File: src/rtl/core/cxy_pkg.sv
// Shared constants, codes and types of the CoreXY line step generator.
`timescale 1ns / 1ps
`default_nettype none

package cxy_pkg;

    // Default position width in whole steps.
    localparam int POS_BITS_DEF = 24;

    // Fixed widths of the stream payloads.
    localparam int TGT_BITS      = 24;
    localparam int IN_DATA_BITS  = 2 * TGT_BITS;
    localparam int OUT_DATA_BITS = 8;

    // Item kinds carried on the input tuser bit.
    localparam logic MODE_TARGET = 1'b0;
    localparam logic MODE_TICK   = 1'b1;

    // Bit positions of the result fields in the output tdata.
    localparam int OB_STEP_A   = 0;
    localparam int OB_DIR_A    = 1;
    localparam int OB_STEP_B   = 2;
    localparam int OB_DIR_B    = 3;
    localparam int OB_BUSY     = 4;
    localparam int OB_DONE     = 5;
    localparam int OB_REJECTED = 6;

    // Outcome of one Bresenham tick.
    typedef struct packed {
        logic minor_step;
        logic last;
    } t_tick_stat;

    // Result flags of one item, apart from the directions.
    typedef struct packed {
        logic step_a;
        logic step_b;
        logic busy;
        logic done;
        logic rejected;
    } t_flags;

endpackage

`default_nettype wire

File: src/rtl/core/cxy_target_plan.sv
// Move planning for a new target: motor deltas, directions and major/minor counts.
`timescale 1ns / 1ps
`default_nettype none

module cxy_target_plan #(
    parameter int POS_BITS = cxy_pkg::POS_BITS_DEF
) (
    input  wire logic [cxy_pkg::TGT_BITS-1:0] i_tx,
    input  wire logic [cxy_pkg::TGT_BITS-1:0] i_ty,
    input  wire logic signed [POS_BITS-1:0]   i_x_pos,
    input  wire logic signed [POS_BITS-1:0]   i_y_pos,
    output logic signed [POS_BITS-1:0]        o_new_x,
    output logic signed [POS_BITS-1:0]        o_new_y,
    output logic [POS_BITS:0]                 o_major,
    output logic [POS_BITS:0]                 o_minor,
    output logic                              o_a_is_major,
    output logic [1:0]                        o_dir_bits
);

    localparam int NB = (POS_BITS < cxy_pkg::TGT_BITS) ? POS_BITS : cxy_pkg::TGT_BITS;

    logic signed [POS_BITS:0]   dx;
    logic signed [POS_BITS:0]   dy;
    logic signed [POS_BITS+1:0] da;
    logic signed [POS_BITS+1:0] db;
    logic [POS_BITS:0]          ma;
    logic [POS_BITS:0]          mb;

    // Low bits of each target field, taken as a two's complement position and
    // sign-extended when the position is wider than the field.
    assign o_new_x = POS_BITS'(signed'(i_tx[NB-1:0]));
    assign o_new_y = POS_BITS'(signed'(i_ty[NB-1:0]));

    assign dx = {o_new_x[POS_BITS-1], o_new_x} - {i_x_pos[POS_BITS-1], i_x_pos};
    assign dy = {o_new_y[POS_BITS-1], o_new_y} - {i_y_pos[POS_BITS-1], i_y_pos};
    assign da = {dx[POS_BITS], dx} + {dy[POS_BITS], dy};
    assign db = {dx[POS_BITS], dx} - {dy[POS_BITS], dy};

    assign ma = da[POS_BITS+1] ? (POS_BITS+1)'(-da) : da[POS_BITS:0];
    assign mb = db[POS_BITS+1] ? (POS_BITS+1)'(-db) : db[POS_BITS:0];

    // A delta of zero counts as the negative direction.
    assign o_dir_bits[0] = da[POS_BITS+1] || (da == '0);
    assign o_dir_bits[1] = db[POS_BITS+1] || (db == '0);

    assign o_a_is_major = (ma >= mb);
    assign o_major      = o_a_is_major ? ma : mb;
    assign o_minor      = o_a_is_major ? mb : ma;

endmodule

`default_nettype wire

File: src/rtl/core/cxy_tick_step.sv
// One Bresenham tick: accumulator update, minor step decision and countdown.
`timescale 1ns / 1ps
`default_nettype none

module cxy_tick_step #(
    parameter int POS_BITS = cxy_pkg::POS_BITS_DEF
) (
    input  wire logic [POS_BITS+1:0] i_err,
    input  wire logic [POS_BITS:0]   i_major,
    input  wire logic [POS_BITS:0]   i_minor,
    input  wire logic [POS_BITS:0]   i_remaining,
    output logic [POS_BITS+1:0]      o_err,
    output logic [POS_BITS:0]        o_remaining,
    output cxy_pkg::t_tick_stat      o_stat
);

    logic [POS_BITS+1:0] sum;
    logic [POS_BITS+1:0] major_ext;

    assign major_ext = {1'b0, i_major};
    assign sum       = i_err + {1'b0, i_minor};

    assign o_stat.minor_step = (sum >= major_ext);
    assign o_err             = o_stat.minor_step ? (sum - major_ext) : sum;
    assign o_remaining       = i_remaining - (POS_BITS+1)'(1);
    assign o_stat.last       = (i_remaining == (POS_BITS+1)'(1));

endmodule

`default_nettype wire

File: src/rtl/core/corexy_line_step_generator_unit.sv
// Top level of the CoreXY line step generator: stream ports, move state and result register.
//
//  Channel  | Direction | Ports               | Word contents (lowest bit first)
//  ---------+-----------+---------------------+-----------------------------------------------
//  s_axis   | in        | tvalid/tready/tdata | tdata: target_x[23:0], target_y[47:24]
//           |           | tuser               | tuser: mode (0 = new target, 1 = step tick)
//  m_axis   | out       | tvalid/tready/tdata | step_a, dir_a, step_b, dir_b, busy_res,
//           |           |                     | done_res, rejected, one zero pad bit
//
// Every input word yields exactly one output word: the word is first held in the
// input register, and when the result register advances, the planning or tick
// logic writes the move state and the result register together.
// A new word is accepted every cycle while the output is not stalled; the Bresenham
// accumulator and counters are updated once for each word.
// Reset (i_rst_n low, synchronous) clears both pipeline stages and returns the move
// state to position zero, idle, motor A major. When the output is stalled, the input
// register still accepts one more word and then holds until the result is taken.
`timescale 1ns / 1ps
`default_nettype none

module corexy_line_step_generator_unit #(
    parameter int POS_BITS = cxy_pkg::POS_BITS_DEF
) (
    input  wire logic                               i_clk,
    input  wire logic                               i_rst_n,
    input  wire logic                               i_s_axis_tvalid,
    output logic                                    o_s_axis_tready,
    // target_x [23:0], target_y [47:24]
    input  wire logic [cxy_pkg::IN_DATA_BITS-1:0]   i_s_axis_tdata,
    // mode [0]
    input  wire logic [0:0]                         i_s_axis_tuser,
    output logic                                    o_m_axis_tvalid,
    input  wire logic                               i_m_axis_tready,
    // step_a [0], dir_a [1], step_b [2], dir_b [3], busy_res [4], done_res [5],
    // rejected [6], zero [7]
    output logic [cxy_pkg::OUT_DATA_BITS-1:0]       o_m_axis_tdata
);

    // Input register.
    logic                             r_in_valid;
    logic                             r_in_mode;
    logic [cxy_pkg::TGT_BITS-1:0]     r_in_tx;
    logic [cxy_pkg::TGT_BITS-1:0]     r_in_ty;

    // Move state.
    logic signed [POS_BITS-1:0]       r_x_pos,   n_x_pos;
    logic signed [POS_BITS-1:0]       r_y_pos,   n_y_pos;
    logic [POS_BITS:0]                r_major_rem, n_major_rem;
    logic [POS_BITS:0]                r_major,   n_major;
    logic [POS_BITS:0]                r_minor,   n_minor;
    logic [POS_BITS+1:0]              r_err,     n_err;
    logic                             r_a_is_major, n_a_is_major;
    logic [1:0]                       r_dir_bits, n_dir_bits;
    logic                             r_moving,  n_moving;

    // Result register.
    logic                             r_out_valid;
    logic [cxy_pkg::OUT_DATA_BITS-1:0] r_out_data, n_out_data;

    logic                             w_adv;
    logic                             w_fire;
    cxy_pkg::t_flags                  w_flags;

    // Planner and tick unit outputs.
    logic signed [POS_BITS-1:0]       w_plan_x;
    logic signed [POS_BITS-1:0]       w_plan_y;
    logic [POS_BITS:0]                w_plan_major;
    logic [POS_BITS:0]                w_plan_minor;
    logic                             w_plan_a_major;
    logic [1:0]                       w_plan_dir;
    logic [POS_BITS+1:0]              w_tick_err;
    logic [POS_BITS:0]                w_tick_rem;
    cxy_pkg::t_tick_stat              w_tick_stat;

    // The result register moves whenever it is empty or being drained.
    assign w_adv           = !r_out_valid || i_m_axis_tready;
    assign w_fire          = w_adv && r_in_valid;
    assign o_s_axis_tready = !r_in_valid || w_adv;
    assign o_m_axis_tvalid = r_out_valid;
    assign o_m_axis_tdata  = r_out_data;

    cxy_target_plan #(
        .POS_BITS(POS_BITS)
    ) u_plan (
        .i_tx         (r_in_tx),
        .i_ty         (r_in_ty),
        .i_x_pos      (r_x_pos),
        .i_y_pos      (r_y_pos),
        .o_new_x      (w_plan_x),
        .o_new_y      (w_plan_y),
        .o_major      (w_plan_major),
        .o_minor      (w_plan_minor),
        .o_a_is_major (w_plan_a_major),
        .o_dir_bits   (w_plan_dir)
    );

    cxy_tick_step #(
        .POS_BITS(POS_BITS)
    ) u_tick (
        .i_err       (r_err),
        .i_major     (r_major),
        .i_minor     (r_minor),
        .i_remaining (r_major_rem),
        .o_err       (w_tick_err),
        .o_remaining (w_tick_rem),
        .o_stat      (w_tick_stat)
    );

    // Next move state and result flags for the word in the input register.
    always_comb begin
        n_x_pos      = r_x_pos;
        n_y_pos      = r_y_pos;
        n_major_rem  = r_major_rem;
        n_major      = r_major;
        n_minor      = r_minor;
        n_err        = r_err;
        n_a_is_major = r_a_is_major;
        n_dir_bits   = r_dir_bits;
        n_moving     = r_moving;
        w_flags      = '0;

        case (r_in_mode)
            cxy_pkg::MODE_TARGET: begin
                if (r_moving) begin
                    // A target during a move is dropped; the move goes on.
                    w_flags.busy     = 1'b1;
                    w_flags.rejected = 1'b1;
                end else begin
                    n_x_pos      = w_plan_x;
                    n_y_pos      = w_plan_y;
                    n_a_is_major = w_plan_a_major;
                    n_major      = w_plan_major;
                    n_minor      = w_plan_minor;
                    n_major_rem  = w_plan_major;
                    n_err        = '0;
                    n_dir_bits   = w_plan_dir;
                    n_moving     = (w_plan_major != '0);
                    w_flags.busy = n_moving;
                    w_flags.done = !n_moving;
                end
            end
            cxy_pkg::MODE_TICK: begin
                if (!r_moving || (r_major_rem == '0)) begin
                    n_moving = 1'b0;
                end else begin
                    // The major motor always steps; the accumulator decides the minor one.
                    n_err          = w_tick_err;
                    n_major_rem    = w_tick_rem;
                    n_moving       = !w_tick_stat.last;
                    w_flags.busy   = !w_tick_stat.last;
                    w_flags.done   = w_tick_stat.last;
                    w_flags.step_a = r_a_is_major ? 1'b1 : w_tick_stat.minor_step;
                    w_flags.step_b = r_a_is_major ? w_tick_stat.minor_step : 1'b1;
                end
            end
            default: begin
                n_moving = r_moving;
            end
        endcase

        n_out_data                       = '0;
        n_out_data[cxy_pkg::OB_STEP_A]   = w_flags.step_a;
        n_out_data[cxy_pkg::OB_DIR_A]    = n_dir_bits[0];
        n_out_data[cxy_pkg::OB_STEP_B]   = w_flags.step_b;
        n_out_data[cxy_pkg::OB_DIR_B]    = n_dir_bits[1];
        n_out_data[cxy_pkg::OB_BUSY]     = w_flags.busy;
        n_out_data[cxy_pkg::OB_DONE]     = w_flags.done;
        n_out_data[cxy_pkg::OB_REJECTED] = w_flags.rejected;
    end

    // Input register: loads on an accepted word, empties when its result is written.
    always_ff @(posedge i_clk) begin
        if (!i_rst_n) begin
            r_in_valid <= 1'b0;
        end else if (i_s_axis_tvalid && o_s_axis_tready) begin
            r_in_valid <= 1'b1;
        end else if (w_adv) begin
            r_in_valid <= 1'b0;
        end
    end

    always_ff @(posedge i_clk) begin
        if (i_s_axis_tvalid && o_s_axis_tready) begin
            r_in_mode <= i_s_axis_tuser[0];
            r_in_tx   <= i_s_axis_tdata[cxy_pkg::TGT_BITS-1:0];
            r_in_ty   <= i_s_axis_tdata[cxy_pkg::IN_DATA_BITS-1:cxy_pkg::TGT_BITS];
        end
    end

    // Move state is architectural, so reset returns all of it to its start values.
    always_ff @(posedge i_clk) begin
        if (!i_rst_n) begin
            r_x_pos      <= '0;
            r_y_pos      <= '0;
            r_major_rem  <= '0;
            r_major      <= '0;
            r_minor      <= '0;
            r_err        <= '0;
            r_a_is_major <= 1'b1;
            r_dir_bits   <= '0;
            r_moving     <= 1'b0;
        end else if (w_fire) begin
            r_x_pos      <= n_x_pos;
            r_y_pos      <= n_y_pos;
            r_major_rem  <= n_major_rem;
            r_major      <= n_major;
            r_minor      <= n_minor;
            r_err        <= n_err;
            r_a_is_major <= n_a_is_major;
            r_dir_bits   <= n_dir_bits;
            r_moving     <= n_moving;
        end
    end

    // Result register.
    always_ff @(posedge i_clk) begin
        if (!i_rst_n) begin
            r_out_valid <= 1'b0;
        end else if (w_adv) begin
            r_out_valid <= r_in_valid;
        end
    end

    always_ff @(posedge i_clk) begin
        if (w_fire) begin
            r_out_data <= n_out_data;
        end
    end

    // A move in progress always has ticks left.
    a_moving_has_steps: assert property (@(posedge i_clk) disable iff (!i_rst_n)
        r_moving |-> (r_major_rem != '0))
        else $error("move active with no steps remaining");

    // The Bresenham error stays below the major count during a move.
    a_err_bounded: assert property (@(posedge i_clk) disable iff (!i_rst_n)
        r_moving |-> (r_err < {1'b0, r_major}))
        else $error("Bresenham accumulator out of range");

    // The countdown never exceeds the move length.
    a_rem_bounded: assert property (@(posedge i_clk) disable iff (!i_rst_n)
        r_major_rem <= r_major)
        else $error("remaining steps exceed major count");

    // A target taken while moving leaves the position untouched.
    a_reject_keeps_pos: assert property (@(posedge i_clk) disable iff (!i_rst_n)
        (w_fire && (r_in_mode == cxy_pkg::MODE_TARGET) && r_moving)
        |=> ($stable(r_x_pos) && $stable(r_y_pos) && r_moving))
        else $error("rejected target changed the move state");

endmodule

`default_nettype wire

File: config.mk
export PLATFORM = sky130hd
export DESIGN_NAME = corexy_line_step_generator_unit
export DESIGN_NICKNAME = d
export VERILOG_FILES = /design/src/rtl/core/cxy_pkg.sv /design/src/rtl/core/cxy_target_plan.sv /design/src/rtl/core/cxy_tick_step.sv /design/src/rtl/core/corexy_line_step_generator_unit.sv
export SDC_FILE = /design/constraint.sdc
export NUM_CORES = 1
export LEC_CHECK = 0
export ABC_AREA = 0
export BUFFER_PORTS_ARGS = -buffer_cell sky130_fd_sc_hd__buf_2
export CAP_MARGIN = 25
export CORE_MARGIN = 3
export CORE_UTILIZATION = 35
export CTS_BUF_LIST = sky130_fd_sc_hd__clkbuf_4 sky130_fd_sc_hd__clkbuf_8
export CTS_CLUSTER_SIZE = 25
export DETAILED_ROUTE_END_ITERATION = 7
export HOLD_SLACK_MARGIN = 0.15
export PLACE_DENSITY_LB_ADDON = 0.2
export SLEW_MARGIN = 30
export SYNTH_ARGS = -nofsm -noshare
export SYNTH_HDL_FRONTEND = slang
export SYNTH_HIERARCHICAL = 1
export SYNTH_SLANG_ARGS = --single-unit
File: constraint.sdc
create_clock -name i_clk -period 13.15 [get_ports i_clk]
set_input_delay 2.63 -clock i_clk [delete_from_list [all_inputs] [get_ports i_clk]]
set_output_delay 2.63 -clock i_clk [all_outputs]
set_load 0.005 [all_outputs]
Word-level counts from Yosys, hierarchy flattened:

Index checks and enable logic that the tools add are counted.

* word-level logic and storage cells: 77
* output and inout bits: 10
* register bits after elaboration: 211
* input bits: 53

* equal/unequal tests: 3
* bitwise logic cells: 2
* $add $sub $neg: 9
* muxes and demuxes: 24
* reductions and logical operators: 20
* $lt $le $gt $ge: 2

Operators with widths (number)
* 25-bit 2-to-1 mux: 6
* 26-bit 2-to-1 mux: 3
* 26-bit logical NOT: 2
* 26-bit one-hot mux with 2 select lines: 1
* 25-bit negator: 2
* 25-bit one-hot mux with 2 select lines: 1
* 24-bit by 24-bit subtractor with 25-bit output: 2
* 25-bit by 25-bit adder with 26-bit output: 1
* 26-bit by 25-bit adder with 26-bit output: 1
* 26-bit by 25-bit greater-or-equal comparator with 1-bit output: 1
* 25-bit by 25-bit subtractor with 26-bit output: 1
* 26-bit by 25-bit subtractor with 26-bit output: 1
* 25-bit by 1-bit equality test with 1-bit output, second input constant: 1
* 25-bit greater-or-equal comparator: 1
* 25-bit logical NOT: 1
* 25-bit nonzero test: 1
* 25-bit by 1-bit subtractor with 25-bit output, second input constant: 1
* 1-bit 2-to-1 mux: 8
* 2-bit 2-to-1 mux: 3
* 3-bit AND reduction: 2
* 1-bit logical NOT: 5
* 1-bit logical OR: 5
* 2-bit != test, second input constant: 2
* 2-bit one-hot mux with 2 select lines: 1
* 5 further kinds: 7

Logic depth before layout (Yosys ltp):

Gate-level depths: netlist of the first run.

* depth after elaboration: 10
* depth in mapped cells: 44
* mapped depth without buffers: 40

By module:

Netlist of the first run, hierarchy kept.

Modules (own cells, without submodules)
* cxy_target_plan: seq. area each 0.0 um^2, cells each 1164, area an instance 8180.3 um^2, times used 1
* corexy_line_step_generator_unit: seq. area each 4784.6 um^2, cells each 754, area an instance 7863.8 um^2, times used 1
* cxy_tick_step: seq. area each 0.0 um^2, cells each 461, area an instance 3380.7 um^2, times used 1

Worst setup path before layout of the first run:

No wires, ideal clock.

* kind: register to register
* from: register r_in_tx[0] (netlist bit)
* to: register r_out_data (netlist bit o_m_axis_tdata[4]), data pin
* arrival: 7.519 ns
* stages on the path, launching flop included: 41
* setup slack: 5.372 ns
* library setup time: 0.260 ns
* buffers on the path: 4
* required time: 12.890 ns
* clock period less this slack: 7.778 ns
* path through: edfxtp_1 inv_1 ha_1 fa_1 nor2b_1 o21ai_0 a21boi_0 o21a_1 o21ai_0 a21oi_1 nor3_1 o31a_1 nor2b_1 xnor2_1 ha_1 clkbuf_1 inv_1 nand2_1 (+5 left out) ha_1 o21a_1 o21a_1 o21a_1 o21a_1 o21a_1 o21ai_0 nand2b_1 a221oi_1 o41ai_1 o22a_1 buf_6 buf_6 mux2i_1 nor4_1 nand4_1 nor2_1 nor2_1

* longest elaborated chain between the ends: 9
* elaborated cells between the ends (all ways): 12
* classes of those cells: add/sub (5); order compare (1); mux (5); reduce/logical (1)

Ends and longest elaborated chain
* start, declared: RTL line corexy_line_step_generator_unit.sv:42 `logic [cxy_pkg::TGT_BITS-1:0] r_in_tx;`
* start signal, assigned: RTL line corexy_line_step_generator_unit.sv:185 `r_in_tx <= i_s_axis_tdata[cxy_pkg::TGT_BITS-1:0];`
* 24-bit by 24-bit subtractor with 25-bit output *: RTL line cxy_target_plan.sv:34 `assign dx = {o_new_x[POS_BITS-1], o_new_x} - {i_x_pos[POS_BITS-1], i_x_pos};`
* 25-bit by 25-bit adder with 26-bit output or 25-bit by 25-bit subtractor with 26-bit output (tied branches): RTL line cxy_target_plan.sv:36, cxy_target_plan.sv:37
* 25-bit negator (on tied branches): RTL line cxy_target_plan.sv:39, cxy_target_plan.sv:40
* 25-bit 2-to-1 mux (on tied branches): RTL line cxy_target_plan.sv:39, cxy_target_plan.sv:40
* 25-bit greater-or-equal comparator: RTL line cxy_target_plan.sv:46 `assign o_a_is_major = (ma >= mb);`
* 25-bit 2-to-1 mux *: RTL line cxy_target_plan.sv:47 `assign o_major = o_a_is_major ? ma : mb;`
* via w_plan_major[6]: RTL line corexy_line_step_generator_unit.sv:67 `logic [POS_BITS:0] w_plan_major;`
* 25-bit nonzero test *: RTL line corexy_line_step_generator_unit.sv:137 `n_moving = (w_plan_major != '0);`
* 1-bit 2-to-1 mux *: RTL line corexy_line_step_generator_unit.sv:124 `if (r_moving) begin`
* 2-bit one-hot mux with 2 select lines *: RTL line corexy_line_step_generator_unit.sv:122 `case (r_in_mode)`
* end signal, assigned: RTL line corexy_line_step_generator_unit.sv:226 `r_out_data <= n_out_data;`
* end, declared: RTL line corexy_line_step_generator_unit.sv:58 `logic [cxy_pkg::OUT_DATA_BITS-1:0] r_out_data, n_out_data;`

Mark *: on every way through the listed nets, which the timed path passes. The rest lies on a longest branch.
A chain may end at the register's enable or synchronous reset.

Worst setup path after layout of the first run:

* from: register r_in_ty[0] (netlist bit)
* to: register r_out_data (netlist bit o_m_axis_tdata[4]), data pin

* longest elaborated chain between the ends: 9
* elaborated cells between the ends (all ways): 12
* classes of those cells: add/sub (5); order compare (1); mux (5); reduce/logical (1)

Ends and longest elaborated chain
* start, declared: RTL line corexy_line_step_generator_unit.sv:43 `logic [cxy_pkg::TGT_BITS-1:0] r_in_ty;`
* start signal, assigned: RTL line corexy_line_step_generator_unit.sv:186 `r_in_ty <= i_s_axis_tdata[cxy_pkg::IN_DATA_BITS-1:cxy_pkg::TGT_BITS];`
* 24-bit by 24-bit subtractor with 25-bit output *: RTL line cxy_target_plan.sv:35 `assign dy = {o_new_y[POS_BITS-1], o_new_y} - {i_y_pos[POS_BITS-1], i_y_pos};`
* 25-bit by 25-bit adder with 26-bit output or 25-bit by 25-bit subtractor with 26-bit output (tied branches): RTL line cxy_target_plan.sv:36, cxy_target_plan.sv:37
* 25-bit negator (on tied branches): RTL line cxy_target_plan.sv:39, cxy_target_plan.sv:40
* 25-bit 2-to-1 mux (on tied branches): RTL line cxy_target_plan.sv:39, cxy_target_plan.sv:40
* 25-bit greater-or-equal comparator *: RTL line cxy_target_plan.sv:46
* via w_plan_a_major: RTL line corexy_line_step_generator_unit.sv:69 `logic w_plan_a_major;`
* 25-bit 2-to-1 mux *: RTL line cxy_target_plan.sv:47
* via w_plan_major[3]: RTL line corexy_line_step_generator_unit.sv:67
* 25-bit nonzero test *: RTL line corexy_line_step_generator_unit.sv:137
* 1-bit 2-to-1 mux *: RTL line corexy_line_step_generator_unit.sv:124
* 2-bit one-hot mux with 2 select lines *: RTL line corexy_line_step_generator_unit.sv:122

Marks and branches as above.

==> reports/qor.yml, run 1 <==
status: "completed"
numCtsBuffers: 43
clk_pin_slew_ns: 0.06
grt_util_met1_pct: 22.8
clock_sinks: 211
antenna_found_initial: 1
crit_type: "register to register"
ys_warn_count: 6
nets: 2581
first_global_vias: 16000
cp_max_fo: 47
port_buffers: 61
fin_crit_ns: 9.45
setup_viol: 0
slowest_stage: "buf_4"
synth_cell_type_count: 98
grt_util_met2_pct: 28.7
drt-total-wl_um: 51000
wl_per_cell_um: 16.4
num-fill-cells: 5588
drv_cap: 0
worst_pin_slew_ns: 0.895
power_density_mw_per_mm2: 309
ios: 63
grt.met3_usage_pct: 2.40
synth_ff_type: "dfxtp_1"
leakagePower_nw: 8.52
fin_crit_sh_pct: 71.9
yosysSeqAreaShare_pct: 24.6
fmax_mhz: 106
vdd_drop_max_mv: 0.332
arrival_ns: 9.78
areaGrowthSynthToFinish_pct: 7.86
cts_resized: 0
cts_setup_buffers: 0
row_count: 85
synthCells: 2379
die_width_um: 242
cts_tree: "yes"
grt_overflow_total: 0
fin_tns_setup_ns: 0
globalplace.congestion: 0.881
rsz0062_at_grt: "no"
crit_path_frequent_cell: "a21oi_1"
drive_above_1_share_pct: 9.37
critPathRequiredTime_ns: 13.48
drc: 0
die_area_mm2: 0.0584
netlist_top_cells_area: "dfxtp_1 16%, ha_1 11%, edfxtp_1 8.7%"
initial_core_util_pct: 35.7
slew_headroom_pct: 40.2
cpPeakStageDelay_ns: 0.57
hold_class: "register to register"
utilization_pct: 38.6
synth.most_common_cell: "nand2_1"
final_antenna_net_count: 0
coreArea_mm2: 0.0543
clkLatencyLatePin_ns: 0.60
synthTopCellsByCount: "310 x nand2_1, 184 x inv_1, 175 x ha_1, 155 x dfxtp_1, 127 x a21oi_1"
synth_top_area_share_pct: 16.0
end_kind: "register"
htree_levels: 2
grt_pass1_wl_um: 83300
grt_max_degree: 103
clockBufferDepth: 3
dp_hpwl_um: 38800
dr.pass1.iters: 5
cts_hold_buffers: 0
yosys.area.top_type: "dfxtp_1"
synth.net_count: 2613
avgSynthCellArea_um2: 8.17
fp.dieH_um: 242
synth-seq-cells: 211
vias_per_cell: 5.26
grt-busiest-layer: "met2"
worst_hold_slack_ns: 0.463
timing_hold_violations_final: 0
drt_iter0_markers: 820
synth_enable_flop_cells: 56
finalMaxSlewViolations: 0
fin_skew_ns: 0.0412
grtUsageTotal_pct: 17.1
synth_area_mm2: 0.0194
cts_root_buf: "clkbuf_8"
async_reset_ff_share_pct: 0
worstSetupStartpointType: "register"
vias: 16400
-- flip-flops by register name, summed over array words and instances (netlist names), 2 cells and up --
register        flops
r_y_pos            24
r_err              26
r_dir_bits          2
o_m_axis_tdata      7
r_major            25
r_in_tx            24
r_minor            25
r_x_pos            24
r_in_ty            24
r_major_rem        25
-- routing by layer --
metal / vias up / part of all wire [%]
li1: 8388 / -
met5: - / 0
met4: 0 / 2.5
met1: 7648 / 48
met3: 73 / 3.8
met2: 298 / 46
-- where the power goes --
part / switching, mW / internal, mW
Clock: 0.307 / 0.520
Combinational: 2.77 / 2.04
Sequential: 0.0667 / 0.752
-- area by class of cell --
type                       instances  area (um^2)  share of cell area (%)
timing repair buffer              73          405                    1.93
inverter                         184          691                    3.30
antenna                            1         2.50                  0.0119
sequential                       211         4780                    22.8
tap                              739          925                    4.41
multi-input combinational       1834        13100                    62.5
clock inverter                    14          226                    1.08
clock buffer                      63          823                    3.93
-- worst max-delay path, delay by kind of cell (launching register included) --
| family | cells | cell delay [ns] |
|---|---|---|
| buf+inv | 3 | 0.72 |
| simple gates | 12 | 2.61 |
| mux | 1 | 0.28 |
| flops | 1 | 0.38 |
| fa+ha+maj | 4 | 1.21 |
| xor+xnor | 2 | 0.33 |
| compound gates | 15 | 3.65 |
-- layout by cell type, fill, tap and decap left out, types with 16 or more instances in the layout --
cell,netlist,layout
inv_1,184,184
nor2b_1,20,20
a21boi_0,110,110
a31oi_1,27,26
nor4_1,20,20
dfxtp_1,155,155
mux2i_1,76,76
a21o_1,46,46
o21ai_0,79,79
xnor2_1,101,101
nand2b_1,50,50
a32o_1,26,26
buf_2,35,60
a21oi_1,127,127
nor2_1,115,115
clkbuf_8,0,56
and3_1,22,21
xor2_1,77,77
a211oi_1,23,23
o21a_1,23,23
nand4_1,27,27
ha_1,175,175
nand2_1,310,310
mux2_4,16,16
nand3_1,46,45
nor3_1,55,55
o211ai_1,35,35
o31ai_1,16,16
edfxtp_1,56,56
-- kinds of logic after synthesis --
logic type | after synthesis | synth area share [%]
buffers and inverters | 334 | 8.14
adder cells (fa/ha/maj) | 181 | 11.9
AO/OA/AOI/OAI | 629 | 22.9
other | 1 | 0.0193
AND/OR/NAND/NOR | 740 | 18.4
XOR/XNOR | 180 | 8.19
flip-flops | 211 | 24.6
multiplexers | 103 | 5.79
-- through the flow --
stage	power, mW	setup WS, ns	std cells	cell area (um^2)
4_1_cts	6.50	3.73	3118	20900
2_1_floorplan	4.73	5.37	2379	19400
3_3_place_gp	5.57	3.88	3041	19900
6_report	6.46	3.70	3119	21000
5_1_grt	7.02	2.84	3119	21000
3_5_place_dp	5.61	3.76	3041	19900
-- path summary, 6_finish.rpt --
path / startpoint / to / slack [ns] / depth (start not counted)
setup / recovery: r_in_ty[0]$_DFFE_PP_ / o_m_axis_tdata[4]$_DFFE_PP_ / 3.70 / 37
hold / removal: r_y_pos[5]$_SDFFE_PN0P_ / r_y_pos[5]$_SDFFE_PN0P_ / 0.46 / 2
setup reg to reg: r_in_ty[0]$_DFFE_PP_ / o_m_axis_tdata[4]$_DFFE_PP_ / 3.70 / 37
hold reg to reg: r_y_pos[5]$_SDFFE_PN0P_ / r_y_pos[5]$_SDFFE_PN0P_ / 0.46 / 2
Power figures use the tool's default switching activity.
==> run 2, diff against run 1 <==
clock period = 7.6 ns   (was 13.15 ns; I/O delays follow)
==> reports/qor.yml, run 2 (synthesized netlist as in run 1, its figures left out) <==
cp_max_fo: 6  # -87%
setup_ws_ns: -0.283  # -3.98 ns
timing_hold_violations_final: 0  # unchanged
fin_crit_sh_pct: 104  # +32 points
drt_iter0_markers: 777  # -5.2%
grt_pass1_wl_um: 90000  # +8.1%
antenna_found_initial: 1  # unchanged
hold_class: "register to register"
largest_reg_flops: 26  # unchanged
vias: 18200  # +11%
ios: 63  # unchanged
rsz0062_at_grt: "yes"
r2r_start: "r_in_ty[0]$_DFFE_PP_"
drc: 0  # unchanged
wl_per_cell_um: 15.8  # -3.7%
globalplace.congestion: 0.892  # +1.3%
grtUsageTotal_pct: 18.5  # +1.3 points
dp_hpwl_um: 42900  # +10%
coreArea_mm2: 0.0543  # unchanged
layout_common_cells: "415 x buf_4, 307 x nand2_1, 183 x inv_1"
num-fill-cells: 5304  # -5.1%
slowest_stage: "edfxtp_1"
die_width_um: 242  # unchanged
r2r_end: "o_m_axis_tdata[5]$_DFFE_PP_"
setup_viol: 3  # +3
initial_core_util_pct: 35.7  # unchanged
clk_pin_slew_ns: 0.07  # about the same
finalMaxSlewViolations: 0  # unchanged
fin_crit_ns: 7.88  # -1.57 ns
arrival_ns: 8.34  # -1.44 ns
holdPathStages: 2  # unchanged
dr.pass1.iters: 6  # +1
reg2reg_depth: 44  # +19%
slew_headroom_pct: 35.5  # -4.7 points
fin_tns_setup_ns: -0.750  # -0.750 ns
vias_per_cell: 5.11  # -2.8%
hold_end: "r_major[6]$_SDFFE_PN0P_"
drt-total-wl_um: 56000  # +9.7%
fmax_mhz: 127  # +20%
final_antenna_net_count: 0  # unchanged
utilization_pct: 46.5  # +7.9 points
drv_cap: 0  # unchanged
fin_area_mm2: 0.0253  # +21%
end_kind: "register"
cts_root_buf: "clkbuf_8"
worst_pin_slew_ns: 0.967  # +0.0723 ns
die_area_mm2: 0.0584  # unchanged
port_buffers: 61  # unchanged
cts_hold_buffers: 0  # unchanged
numCtsBuffers: 41  # -4.7%
violations: "negative setup slack"
final_common_cell: "buf_4"
pre_cts_slack_ns: -0.812  # -4.57 ns
cpPeakStageDelay_ns: 0.39  # -0.18 ns
areaGrowthSynthToFinish_pct: 30.0
hold_start: "r_major[6]$_SDFFE_PN0P_"
critPathRequiredTime_ns: 8.05  # -5.43 ns
row_count: 85  # unchanged
first_global_vias: 17800  # +12%
place_area_mm2: 0.0226  # +14%
max_flop_register: "r_err"
crit_path_start: "r_in_ty[0]$_DFFE_PP_"
status: "finished with violations"
clock_sinks: 211  # unchanged
fin_skew_ns: 0.0397  # -0.00154 ns
drive_above_1_share_pct: 27.7  # +18 points
grt_overflow_total: 0  # unchanged
htree_levels: 2  # unchanged
reg2reg_slack_ns: -0.28  # -3.98 ns
clkLatencyLatePin_ns: 0.60  # about the same
cts_tree: "yes"
clockBufferDepth: 3  # unchanged
crit_type: "register to register"
nets: 3017  # +17%
worstSetupStartpointType: "register"
fp.dieH_um: 242  # unchanged
grt_max_degree: 97  # -5.8%
[run 2: cell types whose count changed in the layout (fill, tap and decap cells not counted), sizes merged]
cell,change
buf,+436
clkbuf,-6
clkinv,+5
clkinvlp,+3
bufinv,-2
inv,-1
[run 2: per-layer routing]
| layer | wire (um) | up-vias | part of all wire [%] | global-route usage [%] |
|---|---|---|---|---|
| li1 | - | 9261 | - | - |
| met1 | 25300 | 8533 | 45 | 23.2 |
| met2 | 27500 | 289 | 49 | 33.3 |
| met3 | 1810 | 81 | 3.2 | 2.01 |
| met4 | 1350 | 0 | 2.4 | 5.41 |
| met5 | 0 | - | 0 | 0 |
[run 2: metrics by stage]
step,hold slack (ns),cells
final,0.449,3554
after global routing,0.471,3554
after CTS,0.465,3532
after floorplan,0.441,2379
after detailed placement,0.459,3401
after global placement,0.452,3401
[run 2: cell type report]
| class | count | area [um^2] | share of cell area, % |
|---|---|---|---|
| Clock buffer | 55 | 726 | 2.87 |
| Inverter | 184 | 691 | 2.73 |
| Clock inverter | 19 | 200 | 0.793 |
| Multi-Input combinational cell | 1834 | 14000 | 55.5 |
| Tap cell | 739 | 925 | 3.66 |
| Timing Repair Buffer | 511 | 3900 | 15.4 |
| Antenna cell | 1 | 2.50 | 0.00991 |
| Sequential cell | 211 | 4780 | 18.9 |
[run 2: worst max-delay path by stage]
stage                                   to  slack, ns  cells after the start
2_1_floorplan  o_m_axis_tdata[4]$_DFFE_PP_       0.02                     39
6_report       o_m_axis_tdata[5]$_DFFE_PP_      -0.28                     44
3_5_place_dp   o_m_axis_tdata[4]$_DFFE_PP_      -0.81                     34
4_1_cts        o_m_axis_tdata[4]$_DFFE_PP_      -0.29                     42
3_3_place_gp   o_m_axis_tdata[4]$_DFFE_PP_      -0.71                     41
5_1_grt        o_m_axis_tdata[4]$_DFFE_PP_      -0.80                     44
[run 2: repair_timing]
action | in CTS | in global routing
hold endpoints to repair | 0 | 0
cloned | 2 | 0
buffers inserted | 55 | 23
gates resized for setup | 84 | 185
endpoints found under the setup margin | 73 | 73
pin swaps | 35 | 62
[run 2: worst max-delay path: cells and delay by family, from the launching register on]
| kind | cells | cell delay [ns] |
|---|---|---|
| xor+xnor | 1 | 0.09 |
| compound gates | 23 | 4.21 |
| buf+inv | 7 | 1.02 |
| simple gates | 8 | 0.89 |
| flops | 1 | 0.39 |
| fa+ha+maj | 4 | 0.95 |
| mux | 1 | 0.19 |
Power of run 2 is left out: the tool's default activity adds up to more than one toggle a clock period on the data nets, which glitch-free logic cannot reach.
